File: config.mk
export PLATFORM = sky130hd
export DESIGN_NAME = seven_segment_frame_receiver
export DESIGN_NICKNAME = d
export VERILOG_FILES = /design/src/hdl/ssfr_pkg.sv /design/src/hdl/ssfr_in_stage.sv /design/src/hdl/ssfr_parser.sv /design/src/hdl/ssfr_out_stage.sv /design/src/hdl/seven_segment_frame_receiver.sv
export SDC_FILE = /design/constraint.sdc
export NUM_CORES = 1
export LEC_CHECK = 0
export BUFFER_PORTS_ARGS = -buffer_cell sky130_fd_sc_hd__buf_2
export CAP_MARGIN = 10
export CELL_PAD_IN_SITES_DETAIL_PLACEMENT = 0
export CELL_PAD_IN_SITES_GLOBAL_PLACEMENT = 1
export CORE_MARGIN = 8
export CORE_UTILIZATION = 30
export DETAILED_ROUTE_END_ITERATION = 16
export GPL_TIMING_DRIVEN = 0
export PLACE_DENSITY_LB_ADDON = 0.1
export RECOVER_POWER = 100
export SLEW_MARGIN = 20
export SYNTH_ARGS = -nofsm -noshare
export SYNTH_HDL_FRONTEND = slang
export SYNTH_SLANG_ARGS = --single-unit
File: constraint.sdc
create_clock -name clk -period 2.7 [get_ports clk]
set_input_delay 0.81 -clock clk [delete_from_list [all_inputs] [get_ports clk]]
set_output_delay 0.81 -clock clk [all_outputs]
set_load 0.005 [all_outputs]
File: src/hdl/ssfr_pkg.sv
// ----------------------------------------------------------------------------
// ssfr_pkg
// Shared types, constants and the segment decode table for the frame receiver
// ----------------------------------------------------------------------------
package ssfr_pkg;

  localparam logic [7:0] SYNC_BYTE    = 8'h5A;
  localparam logic [7:0] DASH_PATTERN = 8'h40;
  localparam int unsigned DISPLAY_BIT = 4;
  localparam int unsigned POINT_BIT   = 7;

  localparam logic [2:0] CNT_STATUS   = 3'd3;
  localparam logic [2:0] CNT_CHECK    = 3'd4;

  localparam int unsigned OUT_TDATA_W = 32;

  typedef enum logic [4:0] {
    CH_0     = 5'd0,
    CH_1     = 5'd1,
    CH_2     = 5'd2,
    CH_3     = 5'd3,
    CH_4     = 5'd4,
    CH_5     = 5'd5,
    CH_6     = 5'd6,
    CH_7     = 5'd7,
    CH_8     = 5'd8,
    CH_9     = 5'd9,
    CH_BLANK = 5'd10,
    CH_DASH  = 5'd11,
    CH_A     = 5'd12,
    CH_E     = 5'd13,
    CH_F     = 5'd14,
    CH_H     = 5'd15,
    CH_L     = 5'd16,
    CH_T     = 5'd17,
    CH_R     = 5'd18,
    CH_BAD   = 5'd19
  } char_t;

  // completed frame handed from the parser to the output stage
  typedef struct packed {
    logic       valid;
    logic       ok;
    logic [7:0] status;
    logic [7:0] seg_left;
    logic [7:0] seg_middle;
    logic [7:0] seg_right;
  } frame_t;

  function automatic char_t seg_decode(input logic [6:0] pattern);
    char_t ch;
    unique case (pattern)
      7'h3f:   ch = CH_0;
      7'h06:   ch = CH_1;
      7'h5b:   ch = CH_2;
      7'h4f:   ch = CH_3;
      7'h66:   ch = CH_4;
      7'h6d:   ch = CH_5;
      7'h7d:   ch = CH_6;
      7'h07:   ch = CH_7;
      7'h7f:   ch = CH_8;
      7'h6f:   ch = CH_9;
      7'h00:   ch = CH_BLANK;
      7'h40:   ch = CH_DASH;
      7'h77:   ch = CH_A;
      7'h79:   ch = CH_E;
      7'h71:   ch = CH_F;
      7'h76:   ch = CH_H;
      7'h38:   ch = CH_L;
      7'h31:   ch = CH_T;
      7'h50:   ch = CH_R;
      default: ch = CH_BAD;
    endcase
    return ch;
  endfunction

endpackage

File: src/hdl/ssfr_in_stage.sv
// ----------------------------------------------------------------------------
// ssfr_in_stage
// Input register for received bytes, drained whenever the pipeline advances
// ----------------------------------------------------------------------------
module ssfr_in_stage (
  input  logic       clk,
  input  logic       rst_n,
  input  logic       in_tvalid,
  output logic       in_tready,
  input  logic [7:0] in_tdata,
  input  logic       advance,
  output logic       byte_vld,
  output logic [7:0] byte_data
);

  logic       vld_r;
  logic       vld_nxt;
  logic [7:0] byte_r;

  assign in_tready = !vld_r || advance;

  always_comb begin
    if (in_tvalid && in_tready) begin
      vld_nxt = 1'b1;
    end else if (advance) begin
      vld_nxt = 1'b0;
    end else begin
      vld_nxt = vld_r;
    end
  end

  always_ff @(posedge clk) begin
    if (!rst_n) begin
      vld_r <= 1'b0;
    end else begin
      vld_r <= vld_nxt;
    end
  end

  always_ff @(posedge clk) begin
    if (in_tvalid && in_tready) begin
      byte_r <= in_tdata;
    end
  end

  assign byte_vld  = vld_r && advance;
  assign byte_data = byte_r;

endmodule

File: src/hdl/ssfr_parser.sv
// ----------------------------------------------------------------------------
// ssfr_parser
// Sync hunt, payload capture and running checksum; flags a frame on its
// checksum byte
// ----------------------------------------------------------------------------
module ssfr_parser (
  input  logic            clk,
  input  logic            rst_n,
  input  logic            byte_vld,
  input  logic [7:0]      byte_data,
  output ssfr_pkg::frame_t frame
);

  logic       receiving_r;
  logic       receiving_nxt;
  logic [2:0] count_r;
  logic [2:0] count_nxt;
  logic [7:0] sum_r;
  logic [7:0] sum_nxt;
  logic [7:0] seg_r [3];
  logic [7:0] status_r;
  logic       is_check;

  assign is_check = receiving_r && (count_r >= ssfr_pkg::CNT_CHECK);

  always_comb begin
    receiving_nxt = receiving_r;
    count_nxt     = count_r;
    sum_nxt       = sum_r;
    if (byte_vld) begin
      if (!receiving_r) begin
        if (byte_data == ssfr_pkg::SYNC_BYTE) begin
          receiving_nxt = 1'b1;
          count_nxt     = '0;
          sum_nxt       = '0;
        end
      end else if (is_check) begin
        receiving_nxt = 1'b0;
        count_nxt     = '0;
        sum_nxt       = '0;
      end else begin
        count_nxt = count_r + 3'd1;
        sum_nxt   = sum_r + byte_data;
      end
    end
  end

  always_ff @(posedge clk) begin
    if (!rst_n) begin
      receiving_r <= 1'b0;
      count_r     <= '0;
      sum_r       <= '0;
    end else begin
      receiving_r <= receiving_nxt;
      count_r     <= count_nxt;
      sum_r       <= sum_nxt;
    end
  end

  always_ff @(posedge clk) begin
    if (byte_vld && receiving_r && (count_r < ssfr_pkg::CNT_STATUS)) begin
      seg_r[count_r[1:0]] <= byte_data;
    end
    if (byte_vld && receiving_r && (count_r == ssfr_pkg::CNT_STATUS)) begin
      status_r <= byte_data;
    end
  end

  always_comb begin
    frame.valid      = byte_vld && is_check;
    frame.ok         = (sum_r == byte_data);
    frame.status     = status_r;
    frame.seg_left   = seg_r[0];
    frame.seg_middle = seg_r[1];
    frame.seg_right  = seg_r[2];
  end

`ifndef SYNTHESIS
  a_count_range: assert property (@(posedge clk) disable iff (!rst_n)
    count_r <= ssfr_pkg::CNT_CHECK)
    else $error("payload count out of range");

  a_idle_count: assert property (@(posedge clk) disable iff (!rst_n)
    !receiving_r |-> (count_r == 3'd0 && sum_r == 8'd0))
    else $error("idle parser holds stale count or sum");

  a_frame_ends: assert property (@(posedge clk) disable iff (!rst_n)
    frame.valid |=> !receiving_r)
    else $error("parser did not return to idle after a frame");

  a_frame_after_four: assert property (@(posedge clk) disable iff (!rst_n)
    frame.valid |-> count_r == ssfr_pkg::CNT_CHECK)
    else $error("frame emitted before four payload bytes");
`endif

endmodule

File: src/hdl/ssfr_out_stage.sv
// ----------------------------------------------------------------------------
// ssfr_out_stage
// Segment decode, point and lock flags, and the result register
// ----------------------------------------------------------------------------
module ssfr_out_stage (
  input  logic                                   clk,
  input  logic                                   rst_n,
  input  ssfr_pkg::frame_t                       frame,
  output logic                                   advance,
  output logic                                   out_tvalid,
  input  logic                                   out_tready,
  output logic [ssfr_pkg::OUT_TDATA_W-1:0]       out_tdata
);

  logic                              vld_r;
  logic                              vld_nxt;
  logic [ssfr_pkg::OUT_TDATA_W-1:0]  data_r;
  logic [ssfr_pkg::OUT_TDATA_W-1:0]  data_nxt;
  ssfr_pkg::char_t                   ch_left;
  ssfr_pkg::char_t                   ch_middle;
  ssfr_pkg::char_t                   ch_right;
  logic [2:0]                        points;
  logic                              disp;
  logic                              locked;

  assign advance = !vld_r || out_tready;

  always_comb begin
    ch_left   = ssfr_pkg::seg_decode(frame.seg_left[6:0]);
    ch_middle = ssfr_pkg::seg_decode(frame.seg_middle[6:0]);
    ch_right  = ssfr_pkg::seg_decode(frame.seg_right[6:0]);
    points    = {frame.seg_right[ssfr_pkg::POINT_BIT],
                 frame.seg_middle[ssfr_pkg::POINT_BIT],
                 frame.seg_left[ssfr_pkg::POINT_BIT]};
    disp      = frame.status[ssfr_pkg::DISPLAY_BIT];
    locked    = frame.ok && disp &&
                (frame.seg_left == ssfr_pkg::DASH_PATTERN) &&
                (frame.seg_middle == ssfr_pkg::DASH_PATTERN) &&
                (frame.seg_right == ssfr_pkg::DASH_PATTERN);
    data_nxt  = {3'b000, locked, points, ch_right, ch_middle, ch_left,
                 frame.status, disp, frame.ok};
  end

  always_comb begin
    if (frame.valid) begin
      vld_nxt = 1'b1;
    end else if (out_tready) begin
      vld_nxt = 1'b0;
    end else begin
      vld_nxt = vld_r;
    end
  end

  always_ff @(posedge clk) begin
    if (!rst_n) begin
      vld_r <= 1'b0;
    end else begin
      vld_r <= vld_nxt;
    end
  end

  always_ff @(posedge clk) begin
    if (frame.valid) begin
      data_r <= data_nxt;
    end
  end

  assign out_tvalid = vld_r;
  assign out_tdata  = data_r;

endmodule

File: src/hdl/seven_segment_frame_receiver.sv
// ----------------------------------------------------------------------------
// seven_segment_frame_receiver
// A checksum byte passes through the input register and then the result register
// Throughput: one byte per cycle unless a stalled result holds the pipeline,
// set by the single-pass parse and decode between the input register and the result register
// Reset: rst_n low returns the parser to sync hunt and empties both registers
// ----------------------------------------------------------------------------
module seven_segment_frame_receiver (
  input  logic        clk,
  input  logic        rst_n,
  input  logic        in_tvalid,
  output logic        in_tready,
  input  logic [7:0]  in_tdata,   // rx_byte[7:0]
  output logic        out_tvalid,
  input  logic        out_tready,
  // frame_ok[0], display_on[1], status_byte[9:2], char_left[14:10],
  // char_middle[19:15], char_right[24:20], points[27:25],
  // screen_locked[28], zero[31:29]
  output logic [31:0] out_tdata
);

  logic             advance;
  logic             byte_vld;
  logic [7:0]       byte_data;
  ssfr_pkg::frame_t frame;

  ssfr_in_stage u_in (
    .clk       (clk),
    .rst_n     (rst_n),
    .in_tvalid (in_tvalid),
    .in_tready (in_tready),
    .in_tdata  (in_tdata),
    .advance   (advance),
    .byte_vld  (byte_vld),
    .byte_data (byte_data)
  );

  ssfr_parser u_parser (
    .clk       (clk),
    .rst_n     (rst_n),
    .byte_vld  (byte_vld),
    .byte_data (byte_data),
    .frame     (frame)
  );

  ssfr_out_stage u_out (
    .clk        (clk),
    .rst_n      (rst_n),
    .frame      (frame),
    .advance    (advance),
    .out_tvalid (out_tvalid),
    .out_tready (out_tready),
    .out_tdata  (out_tdata)
  );

`ifndef SYNTHESIS
  a_lock_needs_ok: assert property (@(posedge clk) disable iff (!rst_n)
    (out_tvalid && out_tdata[28]) |-> (out_tdata[0] && out_tdata[1]))
    else $error("lock flagged without a good frame and lit display");

  a_result_loads: assert property (@(posedge clk) disable iff (!rst_n)
    frame.valid |=> out_tvalid)
    else $error("finished frame did not reach the result register");

  a_no_overwrite: assert property (@(posedge clk) disable iff (!rst_n)
    (out_tvalid && !out_tready) |-> !frame.valid)
    else $error("frame would overwrite a stalled result");
`endif

endmodule
# Word level (Yosys, flattened, before mapping)
# Memory sizes are Yosys's and may differ from the RTL's.
# Cells that the tools add are included.
# totals
mem_count	1
ramBits	24
wordCells	113
register_bits	59
input_bits	12
# op_classes
magnitude_cmp	2
eq_ne	60
reduce_logical	22
mux	18
add_sub_neg	2
# mem_list
name	depth	width	read_ports	rd_clocked_by_memory_dff	write_ports	line	source
u_parser.seg_r	3	8	3	0	1	ssfr_parser.sv:20	logic [7:0] seg_r [3];
# ops
operator	count
5-bit one-hot mux with 19 select lines	3
7-bit == test (second input constant)	39
7-bit by 6-bit == test with 1-bit output (second input constant)	9
7-bit by 3-bit == test with 1-bit output (second input constant)	6
8-bit by 7-bit == test with 1-bit output (second input constant)	4
8-bit two-way mux	3
7-bit logical NOT	3
1-bit logical AND	11
1-bit two-way mux	9
3-bit two-way mux	3
8-bit adder	1
8-bit == test	1
2-bit nonzero test	3
3-bit by 1-bit adder with 3-bit output (second input constant)	1
3-bit by 2-bit == test with 1-bit output (second input constant)	1
3-bit greater-or-equal comparator (second input constant)	1
3-bit by 2-bit less-than comparator with 1-bit output (second input constant)	1
1-bit logical NOT	2
1-bit logical OR	2
2-bit AND reduction	1

# Longest topological paths before layout
# depth
depth_word	7
mapped_depth	7

# By module
# Synthesis repeated with hierarchy kept, for this count alone.
# hier_totals
hier_cells	400
area_unflattened_um2	4430.5
# by_module_without_submodules
module	seq_area_each_um2	cells_per_inst	instances	area_each_um2
ssfr_out_stage	860.8	253	1	2244.7
ssfr_parser	1201.2	133	1	1880.6
ssfr_in_stage	260.2	14	1	305.3

# Worst setup path after synthesis
# OpenSTA, ideal clock, no wires.
# synth_path
path_type	input-to-reg
start	in out_tready
end	mem u_parser.seg_r[0][0], enable pin
setup_slack_ns	0.511
t_arrival_ns	1.857
stages	4
setup_time_ns	0.332
cell_sequence	nor2b_1 nor3_1 clkbuf_1 and3_1
# synth_via
elab_chain_len	6
# synth_lines
element	line	source
start: declaration	seven_segment_frame_receiver.sv:15	input logic out_tready,
1-bit logical OR	ssfr_out_stage.sv:26	assign advance = !vld_r || out_tready;
1-bit logical AND	ssfr_in_stage.sv:46	assign byte_vld = vld_r && advance;
1-bit logical AND (2 in series)	ssfr_parser.sv:61	if (byte_vld && receiving_r && (count_r < ssfr_pkg::CNT_STATUS)) begin
1-bit two-way mux	ssfr_parser.sv:61	
1-bit two-way mux (implied by the code)	ssfr_parser.sv:62	seg_r[count_r[1:0]] <= byte_data;
end: declaration	ssfr_parser.sv:20	
# Every way passes these cells.

==> metrics <==
crit path launch type register; Clock power frac 0.455; total grt overflow 0; Power Density 521 nW/um2; Placed Area between 4000 and 5000 um2; Max-Cap Viols 0; GPL Wtd Cong 0.795; initial drt markers 262; Place WS -0.289 ns; starting density of the core 0.303; CTS Buffer Depth 2; vias in the first global route 3155; worst-path maximum fanout 6; DRT Wirelength 10700 um; Comb pwr share 0.017; Leak 1.73 nW; total CTS buffers 9; Synth Area in Compound Gates 0.142; Ys Warns 0; Placed Instances around 630; Total Nets Final 480; Ant. Diodes 0; Synth area leader edfxtp_1; via/cell ratio 5.11; Setup crit end kind register; Switching Fraction 0.200; Wirelength per Cell 16.6 um; vias 3291; worst setup margin 0.331 ns; largest net degree at the start of global routing 29; Post-synth ARST share 0; adder-cell area share of the yosys netlist 0.0392; mux contribution to synthesized area 0.00231; P_int 2.10 mW; Chip Width around 140 um; worst path arrival time 2.57 ns; Synth Area in XOR/XNOR 0.0262; htree depth 3; count leader, synth edfxtp_1; synthesized area roughly 4300 um2; number of I/O pins 46; measured slew at the worst slew-check pin 1.18 ns; final std cells w/o fill ~640; Die Height 136 um; Syn Inst Count 400; CTS tree done; global-route wire length before repair approximately 17000 um; sequential share of the synthesized area 0.535; Worst-path clk slew around 0.06 ns; Main synth FF type edfxtp_1; largest family of logic cells by synthesized area simple AND/OR/NAND/NOR gates; slew margin rel. 0.210; final setup skew between 0.009 and 0.01 ns; status complete, no violations; Synth top cells by count edfxtp_1 (68), nand2_1 (23), nor2_1 (19); Yosys top cell area share 0.471; Post-Synth Simple-Gate Area 0.211; DP HPWL 7480 um; RSZ-0062 raised after global routing no; standard-cell rows 44; FF+latch count, synth 82; max frequency ~420 MHz; antenna-violating nets left 0; fin area 5050 um2; P_sw between 500 and 600 uW; Distinct cells, synth 62; clk sinks 82; Post-synth EDFFs 68; Buffers on Ports 42; Min-Delay Path Class reg -> reg; Final min period 2.37 ns; final hold vios 0; max-slew violations 0; Worst Path Required 2.90 ns; Flop pwr share 0.529; area delta synth->final 16.3%; average size of a mapped cell ~11 um2; filler cell count 1455; Die ar. 18600 um2; Worst Path Class, Setup reg -> reg; initial antenna violation count 0; DRT Pass-1 Iters 4; setup violators final 0; core area ~14000 um2; total track usage 0.118; Final Cycle Share 0.877; DRC violations left 0; top post-synthesis cells by area edfxtp_1 (47%), dfxtp_1 (6.5%), ha_1 (3.5%), nor2b_1 (2.5%), xnor2_1 (2.0%); CTS root buf clkbuf_16; fraction of layout cells with a size suffix above 1 0.113; worst vdd ir 0.000246 V; clock latency on the worst-skew pair roughly 0.34 ns
[through the flow]
step	util	hold slack, ns	power, mW	TNS, ns
floorplan	-	0.400	1.43	0
global placement	0.334	0.408	1.46	-6.31
detailed placement	0.334	0.407	1.46	-6.79
CTS	0.354	0.419	2.68	0
global route	0.353	0.436	2.72	0
finish	0.353	0.417	2.63	0
[layer usage]
layer  track usage  up-vias  share of wire
met5             0        -              0
met4        0.0537        0          0.018
met3        0.0233       14          0.037
met2         0.179       72           0.45
met1         0.160     1575           0.50
li1              -     1630              -
[cells by family (layout without fill, tap and decap cells)]
| kind of cell | after synthesis | count (layout) |
|---|---|---|
| compound gates | 89 | 89 |
| xor+xnor | 13 | 13 |
| fa+ha+maj | 13 | 13 |
| buf+inv | 43 | 101 |
| flops | 82 | 82 |
| mux | 1 | 1 |
| other cells | 1 | 3 |
| simple gates | 158 | 158 |
[power groups by stage]
| stage | sequential (mW) | combinational (mW) | clock [mW] |
|---|---|---|---|
| floorplan | 1.40 | 0.0292 | 0 |
| global placement | 1.42 | 0.0440 | 0 |
| detailed placement | 1.42 | 0.0441 | 0 |
| CTS | 1.39 | 0.0442 | 1.24 |
| global route | 1.39 | 0.0500 | 1.28 |
| finish | 1.39 | 0.0442 | 1.20 |
[flip-flops by register name, summed over array words and instances, names as in the netlist]
register,count
u_in.byte_data,8
u_in.vld_r,1
u_out.out_tdata,28
u_out.out_tvalid,1
u_parser.count_r,3
u_parser.receiving_r,1
u_parser.seg_r,24
u_parser.status_r,8
u_parser.sum_r,8
[worst paths after layout]
check / start / end / slack (ns) / cells past startpoint
max: u_in.byte_data[5] / u_out.out_tdata[28] / 0.33 / 5
min reg2reg: u_parser.status_r[7] / u_out.out_tdata[9] / 0.42 / 0
max reg2reg: u_in.byte_data[5] / u_out.out_tdata[28] / 0.33 / 5
min: u_parser.status_r[7] / u_out.out_tdata[9] / 0.42 / 0
[worst max-delay path, cell delays in order, from the launching register on]
cell,delay [ns]
edfxtp_1,0.55
ha_1,0.43
nor4_1,0.28
nand2_1,0.09
nor4_1,0.60
and4_1,0.29
[cell type report]
type	instances	area, um2	area share
clock inverter	6	56.3	0.0112
tap	184	230	0.0456
inverter	11	41.3	0.00818
timing repair buffer	42	186	0.0369
multi-input combinational	277	1840	0.364
sequential	82	2320	0.460
buffer	32	145	0.0287
clock buffer	10	229	0.0454
[layout by cell type (no fill, tap or decap), drive strengths merged, types with 14 or more instances in the layout]
| master | instances |
|---|---|
| a21oi | 16 |
| buf | 34 |
| clkbuf | 50 |
| dfxtp | 14 |
| edfxtp | 68 |
| nand2 | 23 |
| nand3 | 16 |
| nor2 | 19 |
| nor2b | 17 |
| nor3 | 15 |
| o21ai | 21 |
[what timing repair did]
action	4_1_cts	5_1_grt
resized for setup	0	1
hold buffers	0	0
setup endpoints to repair	0	24
setup buffers	0	0
Note: power is estimated with default switching activity, not from simulation.
